File: config.mk
export PLATFORM = sky130hd
export DESIGN_NAME = toy_cpu_execute_unit
export DESIGN_NICKNAME = d
export VERILOG_FILES = /design/src/rtl/tce_pkg.sv /design/src/rtl/toy_cpu_execute_unit.sv /design/src/rtl/tce_ram.sv /design/src/rtl/tce_muldiv.sv /design/src/rtl/tce_ctrl.sv /design/src/rtl/tce_datapath.sv
export SDC_FILE = /design/constraint.sdc
export NUM_CORES = 2
export LEC_CHECK = 0
export BUFFER_PORTS_ARGS = -buffer_cell sky130_fd_sc_hd__buf_2
export CAP_MARGIN = 30
export CORE_MARGIN = 2
export CORE_UTILIZATION = 61
export DETAILED_ROUTE_END_ITERATION = 16
export PLACE_DENSITY = 0.79
export SLEW_MARGIN = 20
export SYNTH_ARGS = -nofsm -noshare
export SYNTH_HDL_FRONTEND = slang
export SYNTH_HIERARCHICAL = 1
export SYNTH_SLANG_ARGS = --single-unit
export TNS_END_PERCENT = 20
File: constraint.sdc
create_clock -name clock -period 17.3 [get_ports clock]
set_input_delay 0.865 -clock clock [delete_from_list [all_inputs] [get_ports clock]]
set_output_delay 0.865 -clock clock [all_outputs]
set_load 0.05 [all_outputs]
File: src/rtl/tce_pkg.sv
`timescale 1ns / 1ps
`default_nettype none
// ----------------------------------------------------------------------------
// tce_pkg
// Shared opcodes, constants and controller/datapath handshake structs for the
// toy CPU execute unit.
// ----------------------------------------------------------------------------
package tce_pkg;

   // Architectural sizes that do not vary
   localparam int NUM_REGS  = 5;
   localparam int REG_IDX_W = 3;
   localparam int IMM_W     = 32;
   localparam int PC_W      = 32;
   localparam int OPCODE_W  = 4;

   localparam logic [PC_W-1:0] PC_STEP = 32'd4;

   typedef enum logic [OPCODE_W-1:0] {
      OP_LOAD  = 4'd0,
      OP_MOVE  = 4'd1,
      OP_ADD   = 4'd2,
      OP_SUB   = 4'd3,
      OP_MUL   = 4'd4,
      OP_MOD   = 4'd5,
      OP_DIV   = 4'd6,
      OP_INC   = 4'd7,
      OP_DEC   = 4'd8,
      OP_EQ    = 4'd9,
      OP_GE    = 4'd10,
      OP_LE    = 4'd11,
      OP_SHIFT = 4'd12,
      OP_GOTO  = 4'd13,
      OP_JMPZ  = 4'd14,
      OP_JPNZ  = 4'd15
   } opcode_type;

   // Commands from the controller to the datapath
   typedef struct packed {
      logic capture;      // latch the accepted instruction beat
      logic exec;         // evaluate the non-iterative result and bookkeeping
      logic start_iter;   // kick the iterative multiply/divide unit
      logic finish_iter;  // take the iterative result with sign fix-up
      logic commit;       // write state and load the response register
   } tce_cmd_type;

   // Status from the datapath to the controller
   typedef struct packed {
      logic iterative;    // current instruction needs the iterative unit
      logic iter_done;    // iterative unit has finished
   } tce_status_type;

endpackage : tce_pkg
`default_nettype wire

File: src/rtl/toy_cpu_execute_unit.sv
`timescale 1ns / 1ps
`default_nettype none
// Sequence: an accepted instruction passes READ, EXEC and POST, with ITER
//   between EXEC and POST for MUL, and for DIV and MOD with a nonzero divisor;
//   rsp_tvalid rises after the commit in POST, which waits for a free slot.
//   No new instruction is taken until the last is committed; ITER does one bit per cycle.
// Reset (synchronous, active high) clears the registers, PC, error flag and
//   code_base at once through per-register valid bits; no clearing pass.
// ----------------------------------------------------------------------------
// toy_cpu_execute_unit
// Execute stage of a small CPU: five general registers, PC and a sticky
// division error flag, one decoded instruction per request beat.
// ----------------------------------------------------------------------------
module toy_cpu_execute_unit #(
   parameter int DATA_WIDTH = 32
) (
   input  wire         clock,
   input  wire         reset,
   // Request: tdata = first_reg[2:0], second_reg[5:3], immediate[37:6], pad
   input  wire         req_tvalid,
   output logic        req_tready,
   input  wire  [39:0] req_tdata,
   // Request: tuser = opcode[3:0]
   input  wire  [3:0]  req_tuser,
   // Response: tdata = written_value[31:0], written_reg[34:32],
   //           pc_value[66:35], div_error[67], pad
   output logic        rsp_tvalid,
   input  wire         rsp_tready,
   output logic [71:0] rsp_tdata,
   // Response: tuser = wrote_reg[0]
   output logic [0:0]  rsp_tuser,
   // code_base register write
   input  wire         csr_valid,
   output logic        csr_ready,
   input  wire  [31:0] csr_data
);
   import tce_pkg::*;

   tce_cmd_type             cmd;
   tce_status_type          status;
   logic signed [IMM_W-1:0] written_value;
   logic [REG_IDX_W-1:0]    written_reg;
   logic                    wrote_reg;
   logic [PC_W-1:0]         pc_value;
   logic                    div_error;

   assign csr_ready = 1'b1;

   // Sequencer
   tce_ctrl u_ctrl (
      .clock      (clock),
      .reset      (reset),
      .req_tvalid (req_tvalid),
      .req_tready (req_tready),
      .rsp_tvalid (rsp_tvalid),
      .rsp_tready (rsp_tready),
      .status     (status),
      .cmd        (cmd)
   );

   // Datapath
   tce_datapath #(
      .DATA_WIDTH (DATA_WIDTH)
   ) u_datapath (
      .clock             (clock),
      .reset             (reset),
      .cmd               (cmd),
      .status            (status),
      .in_opcode         (req_tuser),
      .in_first_reg      (req_tdata[2:0]),
      .in_second_reg     (req_tdata[5:3]),
      .in_immediate      (req_tdata[37:6]),
      .csr_write         (csr_valid && csr_ready),
      .csr_data          (csr_data),
      .out_written_value (written_value),
      .out_written_reg   (written_reg),
      .out_wrote_reg     (wrote_reg),
      .out_pc_value      (pc_value),
      .out_div_error     (div_error)
   );

   // Pack response beat
   assign rsp_tdata = {4'b0, div_error, pc_value, written_reg, written_value};
   assign rsp_tuser = wrote_reg;

   // Results are only posted into a free response slot
   assert property (@(posedge clock) disable iff (reset)
      cmd.commit |-> (!rsp_tvalid || rsp_tready))
      else $error("result posted over an untaken response beat");

   // Once an instruction is taken no second one enters until it completes
   assert property (@(posedge clock) disable iff (reset)
      cmd.capture |=> !req_tready)
      else $error("request accepted while an instruction is in flight");

   // Sequencer phases never overlap
   assert property (@(posedge clock) disable iff (reset)
      $onehot0({cmd.capture, cmd.exec, cmd.finish_iter, cmd.commit}))
      else $error("overlapping sequencer commands");

   // A posted result is visible on the next cycle
   assert property (@(posedge clock) disable iff (reset)
      cmd.commit |=> rsp_tvalid)
      else $error("committed result not presented");

endmodule : toy_cpu_execute_unit
`default_nettype wire

File: src/rtl/tce_ram.sv
`timescale 1ns / 1ps
`default_nettype none
// ----------------------------------------------------------------------------
// tce_ram
// Generic RAM: one write port, two read ports, registered read data.
// ----------------------------------------------------------------------------
module tce_ram #(
   parameter int WIDTH      = 32,
   parameter int DEPTH      = 5,
   parameter int ADDR_WIDTH = $clog2(DEPTH)
) (
   input  wire                   clock,
   input  wire                   wr_en,
   input  wire  [ADDR_WIDTH-1:0] wr_addr,
   input  wire  [WIDTH-1:0]      wr_data,
   input  wire  [ADDR_WIDTH-1:0] rd_addr0,
   output logic [WIDTH-1:0]      rd_data0,
   input  wire  [ADDR_WIDTH-1:0] rd_addr1,
   output logic [WIDTH-1:0]      rd_data1
);

   logic [WIDTH-1:0] mem [DEPTH];

   // Write port
   always_ff @(posedge clock) begin
      if (wr_en) begin
         mem[wr_addr] <= wr_data;
      end
   end

   // Registered read ports
   always_ff @(posedge clock) begin
      rd_data0 <= mem[rd_addr0];
      rd_data1 <= mem[rd_addr1];
   end

endmodule : tce_ram
`default_nettype wire

File: src/rtl/tce_muldiv.sv
`timescale 1ns / 1ps
`default_nettype none
// ----------------------------------------------------------------------------
// tce_muldiv
// Iterative unsigned multiply (shift/add) and divide (restoring), one bit per
// cycle for WIDTH steps, with a one-cycle done pulse at the end.
// ----------------------------------------------------------------------------
module tce_muldiv #(
   parameter int WIDTH = 32
) (
   input  wire              clock,
   input  wire              reset,
   input  wire              start,
   input  wire              is_div,
   input  wire  [WIDTH-1:0] op_a,      // multiplicand or dividend
   input  wire  [WIDTH-1:0] op_b,      // multiplier or divisor
   output logic             done,
   output logic [WIDTH-1:0] accum,     // product or remainder
   output logic [WIDTH-1:0] quotient
);

   localparam int CNT_W = $clog2(WIDTH);

   logic             busy_ff, busy_in;
   logic             done_ff, done_in;
   logic             div_ff;
   logic [CNT_W-1:0] count_ff;
   logic [WIDTH-1:0] acc_ff, acc_in;
   logic [WIDTH-1:0] shr_ff, shr_in;
   logic [WIDTH-1:0] shl_ff, shl_in;
   logic [WIDTH:0]   trial;

   // One step of the selected algorithm
   always_comb begin
      trial  = {acc_ff, shr_ff[WIDTH-1]} - {1'b0, shl_ff};
      acc_in = acc_ff;
      shr_in = shr_ff;
      shl_in = shl_ff;
      if (div_ff) begin
         if (!trial[WIDTH]) begin
            acc_in = trial[WIDTH-1:0];
            shr_in = {shr_ff[WIDTH-2:0], 1'b1};
         end else begin
            acc_in = {acc_ff[WIDTH-2:0], shr_ff[WIDTH-1]};
            shr_in = {shr_ff[WIDTH-2:0], 1'b0};
         end
      end else begin
         acc_in = acc_ff + (shr_ff[0] ? shl_ff : '0);
         shr_in = shr_ff >> 1;
         shl_in = shl_ff << 1;
      end
   end

   // Control: run WIDTH steps, then pulse done
   always_comb begin
      busy_in = busy_ff;
      done_in = 1'b0;
      if (start) begin
         busy_in = 1'b1;
      end else if (busy_ff && (count_ff == '0)) begin
         busy_in = 1'b0;
         done_in = 1'b1;
      end
   end

   always_ff @(posedge clock) begin
      if (reset) begin
         busy_ff <= 1'b0;
         done_ff <= 1'b0;
      end else begin
         busy_ff <= busy_in;
         done_ff <= done_in;
      end
   end

   // Operand and step registers
   always_ff @(posedge clock) begin
      if (start) begin
         div_ff   <= is_div;
         count_ff <= CNT_W'(WIDTH - 1);
         acc_ff   <= '0;
         shr_ff   <= is_div ? op_a : op_b;
         shl_ff   <= is_div ? op_b : op_a;
      end else if (busy_ff) begin
         count_ff <= count_ff - 1'b1;
         acc_ff   <= acc_in;
         shr_ff   <= shr_in;
         shl_ff   <= shl_in;
      end
   end

   assign done     = done_ff;
   assign accum    = acc_ff;
   assign quotient = shr_ff;

endmodule : tce_muldiv
`default_nettype wire

File: src/rtl/tce_ctrl.sv
`timescale 1ns / 1ps
`default_nettype none
// ----------------------------------------------------------------------------
// tce_ctrl
// Instruction sequencer: accept, read operands, execute and, if needed, iterate,
// then post the result once the response register is free.
// ----------------------------------------------------------------------------
module tce_ctrl (
   input  wire                     clock,
   input  wire                     reset,
   input  wire                     req_tvalid,
   output logic                    req_tready,
   output logic                    rsp_tvalid,
   input  wire                     rsp_tready,
   input  tce_pkg::tce_status_type status,
   output tce_pkg::tce_cmd_type    cmd
);
   import tce_pkg::*;

   typedef enum logic [4:0] {
      ST_IDLE = 5'b00001,
      ST_READ = 5'b00010,
      ST_EXEC = 5'b00100,
      ST_ITER = 5'b01000,
      ST_POST = 5'b10000
   } state_type;

   state_type state_ff, state_in;
   logic      rsp_valid_ff, rsp_valid_in;
   logic      slot_free;

   assign slot_free = !rsp_valid_ff || rsp_tready;

   // Next state and commands
   always_comb begin
      state_in = state_ff;
      cmd      = '0;
      case (state_ff)
         ST_IDLE: begin
            cmd.capture = req_tvalid;
            if (req_tvalid) begin
               state_in = ST_READ;
            end
         end
         ST_READ: begin
            state_in = ST_EXEC;
         end
         ST_EXEC: begin
            cmd.exec       = 1'b1;
            cmd.start_iter = status.iterative;
            state_in       = status.iterative ? ST_ITER : ST_POST;
         end
         ST_ITER: begin
            cmd.finish_iter = status.iter_done;
            if (status.iter_done) begin
               state_in = ST_POST;
            end
         end
         ST_POST: begin
            cmd.commit = slot_free;
            if (slot_free) begin
               state_in = ST_IDLE;
            end
         end
         default: begin
            state_in = ST_IDLE;
         end
      endcase
   end

   // Response valid: set on commit, drop when the beat is taken
   always_comb begin
      rsp_valid_in = rsp_valid_ff;
      if (cmd.commit) begin
         rsp_valid_in = 1'b1;
      end else if (rsp_tready) begin
         rsp_valid_in = 1'b0;
      end
   end

   always_ff @(posedge clock) begin
      if (reset) begin
         state_ff     <= ST_IDLE;
         rsp_valid_ff <= 1'b0;
      end else begin
         state_ff     <= state_in;
         rsp_valid_ff <= rsp_valid_in;
      end
   end

   assign req_tready = (state_ff == ST_IDLE);
   assign rsp_tvalid = rsp_valid_ff;

endmodule : tce_ctrl
`default_nettype wire

File: src/rtl/tce_datapath.sv
`timescale 1ns / 1ps
`default_nettype none
// ----------------------------------------------------------------------------
// tce_datapath
// Register file, ALU, shifter, branch logic, iterative multiply/divide and the
// response register of the execute unit.
// ----------------------------------------------------------------------------
module tce_datapath #(
   parameter int DATA_WIDTH = 32
) (
   input  wire                                  clock,
   input  wire                                  reset,
   input  tce_pkg::tce_cmd_type                 cmd,
   output tce_pkg::tce_status_type              status,
   input  wire  [tce_pkg::OPCODE_W-1:0]         in_opcode,
   input  wire  [tce_pkg::REG_IDX_W-1:0]        in_first_reg,
   input  wire  [tce_pkg::REG_IDX_W-1:0]        in_second_reg,
   input  wire  signed [tce_pkg::IMM_W-1:0]     in_immediate,
   input  wire                                  csr_write,
   input  wire  [tce_pkg::PC_W-1:0]             csr_data,
   output logic signed [tce_pkg::IMM_W-1:0]     out_written_value,
   output logic [tce_pkg::REG_IDX_W-1:0]        out_written_reg,
   output logic                                 out_wrote_reg,
   output logic [tce_pkg::PC_W-1:0]             out_pc_value,
   output logic                                 out_div_error
);
   import tce_pkg::*;

   localparam int SHW = $clog2(DATA_WIDTH);

   // Instruction register
   opcode_type              op_ff;
   logic [REG_IDX_W-1:0]    r1_ff, r2_ff;
   logic signed [IMM_W-1:0] imm_ff;

   // Architectural state
   logic [NUM_REGS-1:0]     valid_ff;
   logic [DATA_WIDTH-1:0]   rega_ff;
   logic [PC_W-1:0]         pc_ff;
   logic                    err_ff;
   logic [PC_W-1:0]         code_base_ff;

   // Operand read
   logic [DATA_WIDTH-1:0]   rdata_a, rdata_b;
   logic                    ok_a_ff, ok_b_ff;
   logic [DATA_WIDTH-1:0]   opa, opb;

   // Result staging
   logic [DATA_WIDTH-1:0]   val_ff, val_in;
   logic [REG_IDX_W-1:0]    dst_ff, dst_in;
   logic                    wr_ff, wr_in;
   logic [PC_W-1:0]         pc_res_ff, pc_res_in;
   logic                    err_res_ff, err_res_in;
   logic                    na_ff, nb_ff;

   // Execute helpers
   logic                    b_zero;
   logic                    neg_amt;
   logic [IMM_W-1:0]        amt;
   logic [DATA_WIDTH-1:0]   shift_val;
   logic [DATA_WIDTH-1:0]   mag_a, mag_b;
   logic                    md_is_div;
   logic                    md_done;
   logic [DATA_WIDTH-1:0]   md_accum, md_quot;
   logic [DATA_WIDTH-1:0]   fix_val;

   // Capture instruction beat
   always_ff @(posedge clock) begin
      if (cmd.capture) begin
         op_ff  <= opcode_type'(in_opcode);
         r1_ff  <= in_first_reg;
         r2_ff  <= in_second_reg;
         imm_ff <= in_immediate;
      end
   end

   // Register file storage
   tce_ram #(
      .WIDTH (DATA_WIDTH),
      .DEPTH (NUM_REGS)
   ) u_regs (
      .clock    (clock),
      .wr_en    (cmd.commit && wr_ff),
      .wr_addr  (dst_ff),
      .wr_data  (val_ff),
      .rd_addr0 (r1_ff),
      .rd_data0 (rdata_a),
      .rd_addr1 (r2_ff),
      .rd_data1 (rdata_b)
   );

   // Unwritten and out-of-range registers read as zero
   always_ff @(posedge clock) begin
      ok_a_ff <= (32'(r1_ff) < NUM_REGS) ? valid_ff[r1_ff] : 1'b0;
      ok_b_ff <= (32'(r2_ff) < NUM_REGS) ? valid_ff[r2_ff] : 1'b0;
   end

   assign opa    = ok_a_ff ? rdata_a : '0;
   assign opb    = ok_b_ff ? rdata_b : '0;
   assign b_zero = (opb == '0);

   assign status.iterative = (op_ff == OP_MUL) ||
                             ((op_ff inside {OP_MOD, OP_DIV}) && !b_zero);
   assign status.iter_done = md_done;

   // Shift: right arithmetic for a positive amount, left for a negative one
   always_comb begin
      neg_amt = imm_ff[IMM_W-1];
      amt     = neg_amt ? (IMM_W'(0) - imm_ff) : imm_ff;
      if (amt == '0) begin
         shift_val = opa;
      end else if (!neg_amt) begin
         if (amt >= IMM_W'(DATA_WIDTH)) begin
            shift_val = {DATA_WIDTH{opa[DATA_WIDTH-1]}};
         end else begin
            shift_val = $signed(opa) >>> amt[SHW-1:0];
         end
      end else begin
         if (amt >= IMM_W'(DATA_WIDTH)) begin
            shift_val = '0;
         end else begin
            shift_val = opa << amt[SHW-1:0];
         end
      end
   end

   // Non-iterative results and bookkeeping
   always_comb begin
      val_in     = '0;
      dst_in     = '0;
      wr_in      = 1'b1;
      pc_res_in  = pc_ff;
      err_res_in = err_ff;
      case (op_ff)
         OP_LOAD: begin
            val_in = DATA_WIDTH'(imm_ff);
            dst_in = r1_ff;
         end
         OP_MOVE: begin
            val_in = opb;
            dst_in = r1_ff;
         end
         OP_ADD: val_in = opa + opb;
         OP_SUB: val_in = opa - opb;
         OP_MUL: val_in = '0;
         OP_MOD, OP_DIV: begin
            if (b_zero) begin
               wr_in      = 1'b0;
               err_res_in = 1'b1;
            end
         end
         OP_INC: begin
            val_in = opa + 1'b1;
            dst_in = r1_ff;
         end
         OP_DEC: begin
            val_in = opa - 1'b1;
            dst_in = r1_ff;
         end
         OP_EQ: val_in = DATA_WIDTH'(opa == opb);
         OP_GE: val_in = DATA_WIDTH'($signed(opa) >= $signed(opb));
         OP_LE: val_in = DATA_WIDTH'($signed(opb) >= $signed(opa));
         OP_SHIFT: begin
            val_in = shift_val;
            dst_in = r1_ff;
         end
         OP_GOTO: begin
            wr_in     = 1'b0;
            pc_res_in = code_base_ff + PC_W'(opa);
         end
         OP_JMPZ: begin
            wr_in     = 1'b0;
            pc_res_in = (rega_ff == '0) ? imm_ff : pc_ff + PC_STEP;
         end
         OP_JPNZ: begin
            wr_in     = 1'b0;
            pc_res_in = (rega_ff != '0) ? imm_ff : pc_ff + PC_STEP;
         end
         default: begin
            wr_in = 1'b0;
         end
      endcase
      // Drop writes to registers that do not exist
      if (32'(dst_in) >= NUM_REGS) begin
         wr_in = 1'b0;
      end
   end

   // Magnitudes for signed division
   assign mag_a     = opa[DATA_WIDTH-1] ? (DATA_WIDTH'(0) - opa) : opa;
   assign mag_b     = opb[DATA_WIDTH-1] ? (DATA_WIDTH'(0) - opb) : opb;
   assign md_is_div = (op_ff != OP_MUL);

   tce_muldiv #(
      .WIDTH (DATA_WIDTH)
   ) u_muldiv (
      .clock    (clock),
      .reset    (reset),
      .start    (cmd.start_iter),
      .is_div   (md_is_div),
      .op_a     (md_is_div ? mag_a : opa),
      .op_b     (md_is_div ? mag_b : opb),
      .done     (md_done),
      .accum    (md_accum),
      .quotient (md_quot)
   );

   // Sign fix-up: quotient by sign mismatch, remainder by dividend sign
   always_comb begin
      case (op_ff)
         OP_DIV:  fix_val = (na_ff ^ nb_ff) ? (DATA_WIDTH'(0) - md_quot) : md_quot;
         OP_MOD:  fix_val = na_ff ? (DATA_WIDTH'(0) - md_accum) : md_accum;
         default: fix_val = md_accum;
      endcase
   end

   // Result staging registers
   always_ff @(posedge clock) begin
      if (cmd.exec) begin
         val_ff     <= val_in;
         dst_ff     <= dst_in;
         wr_ff      <= wr_in;
         pc_res_ff  <= pc_res_in;
         err_res_ff <= err_res_in;
         na_ff      <= opa[DATA_WIDTH-1];
         nb_ff      <= opb[DATA_WIDTH-1];
      end else if (cmd.finish_iter) begin
         val_ff     <= fix_val;
      end
   end

   // Architectural state update
   always_ff @(posedge clock) begin
      if (reset) begin
         valid_ff     <= '0;
         rega_ff      <= '0;
         pc_ff        <= '0;
         err_ff       <= 1'b0;
         code_base_ff <= '0;
      end else begin
         if (cmd.commit) begin
            pc_ff  <= pc_res_ff;
            err_ff <= err_res_ff;
            if (wr_ff) begin
               valid_ff[dst_ff] <= 1'b1;
               if (dst_ff == '0) begin
                  rega_ff <= val_ff;
               end
            end
         end
         if (csr_write) begin
            code_base_ff <= csr_data;
         end
      end
   end

   // Response register
   always_ff @(posedge clock) begin
      if (cmd.commit) begin
         out_written_value <= wr_ff ? IMM_W'($signed(val_ff)) : '0;
         out_written_reg   <= wr_ff ? dst_ff : '0;
         out_wrote_reg     <= wr_ff;
         out_pc_value      <= pc_res_ff;
         out_div_error     <= err_res_ff;
      end
   end

endmodule : tce_datapath
`default_nettype wire

; Word-level counts from Yosys, hierarchy flattened
; Memory sizes are Yosys's and may differ from the RTL's. A register that Yosys moved wholly into a read port is not among the register bits.
; Index checks and enable logic that the tools add are counted.
[totals]
reg_bits = 396
mem_bits_rw = 160
inputBits = 81
mem_count = 1
[memory_table]
columns = memory, words, word_bits, read_ports, rd_ports_with_merged_regs, write_ports, line_no
row1 = u_datapath.u_regs.mem, 5, 32, 2, 2, 1, tce_ram.sv:22  ; logic [WIDTH-1:0] mem [DEPTH];
[op_classes]
n_bitwise = 2
shifts = 2
muxes = 59
eq_ne = 26
addsub = 14
reduce_logical = 28
order_cmp = 10
[ops]
columns = op, n
row1 = two-way mux 32 bit, 28
row2 = one-hot mux 32 bit (10 select lines), 1
row3 = "subtractor 1 x 32 -> 32 bit, first input constant", 5
row4 = adder 32 bit, 3
row5 = logical NOT 32 bit, 3
row6 = one-hot mux 32 bit (3 select lines), 1
row7 = greater-or-equal comparator 32 bit, 2
row8 = one-hot mux 32 bit (2 select lines), 1
row9 = subtractor 33 x 32 -> 33 bit, 1
row10 = "adder 32 x 1 -> 32 bit, second input constant", 1
row11 = "adder 32 x 3 -> 32 bit, second input constant", 1
row12 = == test 32 bit, 1
row13 = "== test 4 bit, second input constant", 8
row14 = "greater-or-equal comparator 32 x 6 -> 1 bit, second input constant", 1
row15 = nonzero test 32 bit, 1
row16 = left shift 32 x 5 -> 32 bit, 1
row17 = >>> shifter 32 x 5 -> 32 bit, 1
row18 = "subtractor 32 x 1 -> 32 bit, second input constant", 1
row19 = subtractor 32 bit, 1
row20 = one-hot mux 5 bit (5 select lines), 1
row21 = two-way mux 5 bit, 4
row22 = two-way mux 1 bit, 17
row23 = "== test 4 x 3 -> 1 bit, second input constant", 4
row24 = "< comparator 3 x 4 -> 1 bit, second input constant", 3
row25 = other kinds (33), 50

; Logic depth before layout (Yosys ltp)
[logic_depth]
ltp_word = 8
depth_mapped = 27
ltp_nobuf = 21

; Modules after synthesis
; The synthesis kept the hierarchy.
[by_module_without_submodules]
columns = module, n_inst, cells_per_inst, area_each_um2
row1 = tce_datapath, 1, 3238, 26165.1
row2 = tce_muldiv, 1, 1092, 9202.6
row3 = tce_ram, 1, 564, 8946.1
row4 = tce_ctrl, 1, 39, 357.8
row5 = toy_cpu_execute_unit, 1, 8, 52.6

; Worst setup path before layout
; No wires, ideal clock.
[synth_path]
path_kind = input -> register
start = in rsp_tready
end = mem u_datapath.u_regs.mem[0][0] (enable)
setup_time_ps = 513
arrival_ps = 5496
cell_stages = 7
path_slack_ps = 11292
required_time_ps = 16787
cell_sequence = nor2b_1 -> nor2_1 -> buf_4 -> clkbuf_1 -> nand2_1 -> inv_1 -> nor4b_1
[synth_rtl]
columns = element, line_no
row1 = from (decl), toy_cpu_execute_unit.sv:28  ; input wire rsp_tready,
row2 = to (decl), tce_ram.sv:22

; Worst setup path in the final report
[layout_path]
start = reg u_datapath.ok_b_ff
end = reg u_datapath.val_ff[30], data pin
[layout_via]
elab_chain_len = 4
word_cells_on_any_way = 5
cone_classes = add/sub: 2 / mux: 3
[layout_lines]
columns = element, line_no
row1 = from (decl), tce_datapath.sv:45  ; logic ok_a_ff, ok_b_ff;
row2 = from (signal assigned), tce_datapath.sv:95  ; ok_b_ff <= (32'(r2_ff) < NUM_REGS) ? valid_ff[r2_ff] : 1'b0;
row3 = two-way mux 32 bit (*), tce_datapath.sv:99  ; assign opb = ok_b_ff ? rdata_b : '0;
row4 = subtractor 32 bit / adder 32 bit (equally long branches), "tce_datapath.sv:144, tce_datapath.sv:143"
row5 = one-hot mux 32 bit (10 select lines) (*), tce_datapath.sv:134  ; case (op_ff)
row6 = two-way mux 32 bit (*), tce_datapath.sv:219  ; if (cmd.exec) begin
row7 = to (signal assigned), tce_datapath.sv:220  ; val_ff <= val_in;
row8 = to (signal assigned), tce_datapath.sv:228  ; val_ff <= fix_val;
row9 = to (decl), tce_datapath.sv:49  ; logic [DATA_WIDTH-1:0] val_ff, val_in;
; Every way passes the cells marked *; elsewhere a longest branch is shown, timed or not.
; A chain may end at the register's enable or synchronous reset.

==> flow_summary.json <==
{
  "worstSetupPathType": "reg2reg",
  "post-dp-hpwl_mm": 121,
  "final_util_pct": 66.7,
  "num_io_pins": 157,
  "r2r_cells": 20,
  "grt_pass1_wl_mm": 245,
  "cp.depth": 20,
  "clkSlewWorstSetupHoldPaths_ps": 70,
  "setup_violations": 0,
  "cts.sinks": 620,
  "rsz0062_at_grt": "false",
  "clock_path_buffers": 3,
  "drv_slew": 0,
  "via_count": 41631,
  "final.setup_skew_ps": 33.4,
  "drv_cap": 0,
  "dieArea_um2": 75500,
  "syn2layout_area_growth_pct": 8.38,
  "initial_utilization_pct": 61.5,
  "share_seq_of_total_power_pct": 42.6,
  "fin_setup_tns_ps": 0,
  "grt_overflow_total": 0,
  "h-tree-depth": 3,
  "slowest_delay_ps": 760,
  "intPower_mw": 2.78,
  "core_um2": 72700,
  "port_buffers": 149,
  "stdcell_count": 5962,
  "ctsResizeCount": 0,
  "power_leakage_nw": 19.1,
  "crit_family": "simple AND/OR/NAND/NOR gates",
  "worstMarginPinSlew_ps": 1210,
  "rows": 99,
  "postCtsSetupRepairBufs": 0,
  "cts_made_buffers": 69,
  "power.switching_mw": 1.23,
  "end_kind": "register",
  "whs_ps": 406,
  "crit_chain": "buf_4 > nand2_1 > ha_1 > and2_1 > nand3_1 > or3_1 > a21oi_1 > a22o_1 > a21oi_1 > ha_1 > nand2_1 > a2111oi_0 > nor2_1 > o311ai_0 > clkbuf_2 > nand3_1 > or4_1 > nand4_1 > a21oi_1 > a22oi_1",
  "crit_buf_inv": 2,
  "postSynthCellCount": 4941,
  "worst_setup_path_start_kind": "register",
  "post_drt_wl_per_cell_um": 28.2,
  "fin_crit_ps": 6350,
  "regMostFlops": "u_datapath/u_regs/mem",
  "cts_tree": "yes",
  "slowest_stage": "a2111oi_0",
  "finalCritPeriodShare_pct": 36.7,
  "gp_congestion": 1.08,
  "cp_common_cell": "a21oi_1",
  "p_per_area_nw_per_um2": 82.9,
  "antenna_found_initial": 17,
  "pwr-share-clk_pct": 38.6,
  "swShare_pct": 30.7,
  "grt.total_usage_pct": 43.4,
  "worstHoldPathCells": 1,
  "grt_start_max_net_pins": 71,
  "finalNetCount": 5220,
  "largest_reg_flops": 160,
  "layout-drive-gt1-share_pct": 10.8,
  "synthFlopType": "edfxtp_1",
  "ctsHoldBuffers": 0,
  "ys_ff_latch": 620,
  "drcViolationCount": 0,
  "min-delay-path-class": "in2reg",
  "first_iter_violations": 5626,
  "timing.critical_path.fanout_max": 58,
  "die_x_um": 275,
  "vias_per_cell": 6.98,
  "first_pass_iters": 6,
  "drt.antenna.violating_nets": 0,
  "fmax_ghz": 0.157,
  "clk_latency_ps": 650,
  "synth_area_um2": 44700,
  "ir_worst_vdd_mv": 0.107,
  "synth_warnings": 6,
  "yosysSeqAreaShare_pct": 36.9,
  "cp.arrival_ps": 6780,
  "async_reset_ff_share_pct": 0,
  "syn_area_per_cell_um2": 9.05,
  "die_h_um": 275,
  "grt_pass1_vias": 38817,
  "synth_edf_count": 407,
  "ys_types": 114,
  "status": "finished, final reports clean",
  "report.final.hold_viol_count": 0,
  "wl_mm": 168,
  "place_inst": 5822,
  "cts_root_buf": "clkbuf_16",
  "worstPathRequired_ps": 17720,
  "timing.slew.headroom_pct": 19.6,
  "pwr-share-comb_pct": 18.8
}
## per-stage QoR
| step | worst slack, ps | area [um2] | total power, mW |
|---|---|---|---|
| after floorplan | 11290 | 44700 | 2.22 |
| final | 10950 | 48500 | 4.02 |
| after CTS | 10720 | 48400 | 3.99 |
| after global placement | 10760 | 46000 | 2.45 |
| after global routing | 10730 | 48400 | 4.12 |
| after detailed placement | 10790 | 46100 | 2.45 |
## routing by layer
| metal | track usage [%] | vias up | share of wire (%) |
|---|---|---|---|
| met4 | 25.9 | 12 | 6.6 |
| met2 | 66.7 | 2736 | 44 |
| met3 | 11.1 | 593 | 12 |
| met5 | 0.940 | - | 0.095 |
| met1 | 55.3 | 19866 | 37 |
| li1 | - | 18424 | - |
## path summary, 6_finish.rpt
check / slack (ps) / start / end
worst max-delay path: 10950 / u_datapath/ok_b_ff / u_datapath/val_ff[30]
worst min-delay path: 410 / req_tdata[12] / u_datapath/imm_ff[6]
worst max register to register: 10950 / u_datapath/ok_b_ff / u_datapath/val_ff[30]
worst min register to register: 440 / u_datapath/pc_res_ff[26] / u_datapath/out_pc_value[26]
## cell usage after synthesis (50+ instances only)
cell        n  area share (%)
nor2b_1   123             1.7
a211oi_1  134             2.2
mux2i_1   227             5.1
nor2_1    407             3.4
o21ai_0   307             3.4
dfxtp_1   213             9.5
a21oi_1   404             4.5
a31oi_1    67            0.94
xor2_1     67             1.3
nor3_1     79            0.88
a221oi_1   65             1.3
o211ai_1   55            0.92
and2_1    100             1.4
a21o_1     82             1.4
nand2_1   446             3.7
xnor2_1   178             3.5
mux4_2     50             2.5
ha_1      198             5.5
clkbuf_1  217             1.8
edfxtp_1  407              27
nand3_1   103             1.2
inv_1     194             1.6
## placed cells by master (no fill, tap or decap), types with 67 or more instances in the layout
cell	synthesis	final
a211oi_1	134	134
a21o_1	82	82
a21oi_1	404	404
a31oi_1	67	67
and2_1	100	99
buf_2	20	149
buf_4	20	88
clkbuf_16	0	71
dfxtp_1	213	212
edfxtp_1	407	407
ha_1	198	198
inv_1	194	194
mux2i_1	227	226
nand2_1	446	444
nand3_1	103	103
nor2_1	407	405
nor2b_1	123	123
nor3_1	79	75
o21ai_0	307	307
xnor2_1	178	174
## power by group through the flow
stage	combinational [mW]	sequential (mW)	clock (mW)
6_report	0.755	1.71	1.55
4_1_cts	0.728	1.70	1.56
5_1_grt	0.800	1.71	1.61
3_3_place_gp	0.714	1.73	0
3_5_place_dp	0.720	1.73	0
2_1_floorplan	0.544	1.68	0
## final cells by class
type	instances	area, um2
multi-input cells	3806	26200
well taps	959	1200
inverters	198	743
repair buffers	241	1470
flip-flops and latches	620	16500
fillers	5859	24200
clock buffers	89	1900
diodes	11	27.5
clock inverters	38	469
## kinds of logic after synthesis
kind of cell,share of synthesized area (%)
multiplexers,7.82
XOR/XNOR,4.80
AO/OA/AOI/OAI,22.4
buffers and inverters,5.06
adder cells (fa/ha/maj),5.76
AND/OR/NAND/NOR,17.2
flip-flops,36.9
other,0.0168
(Power assumes the default switching activity.)
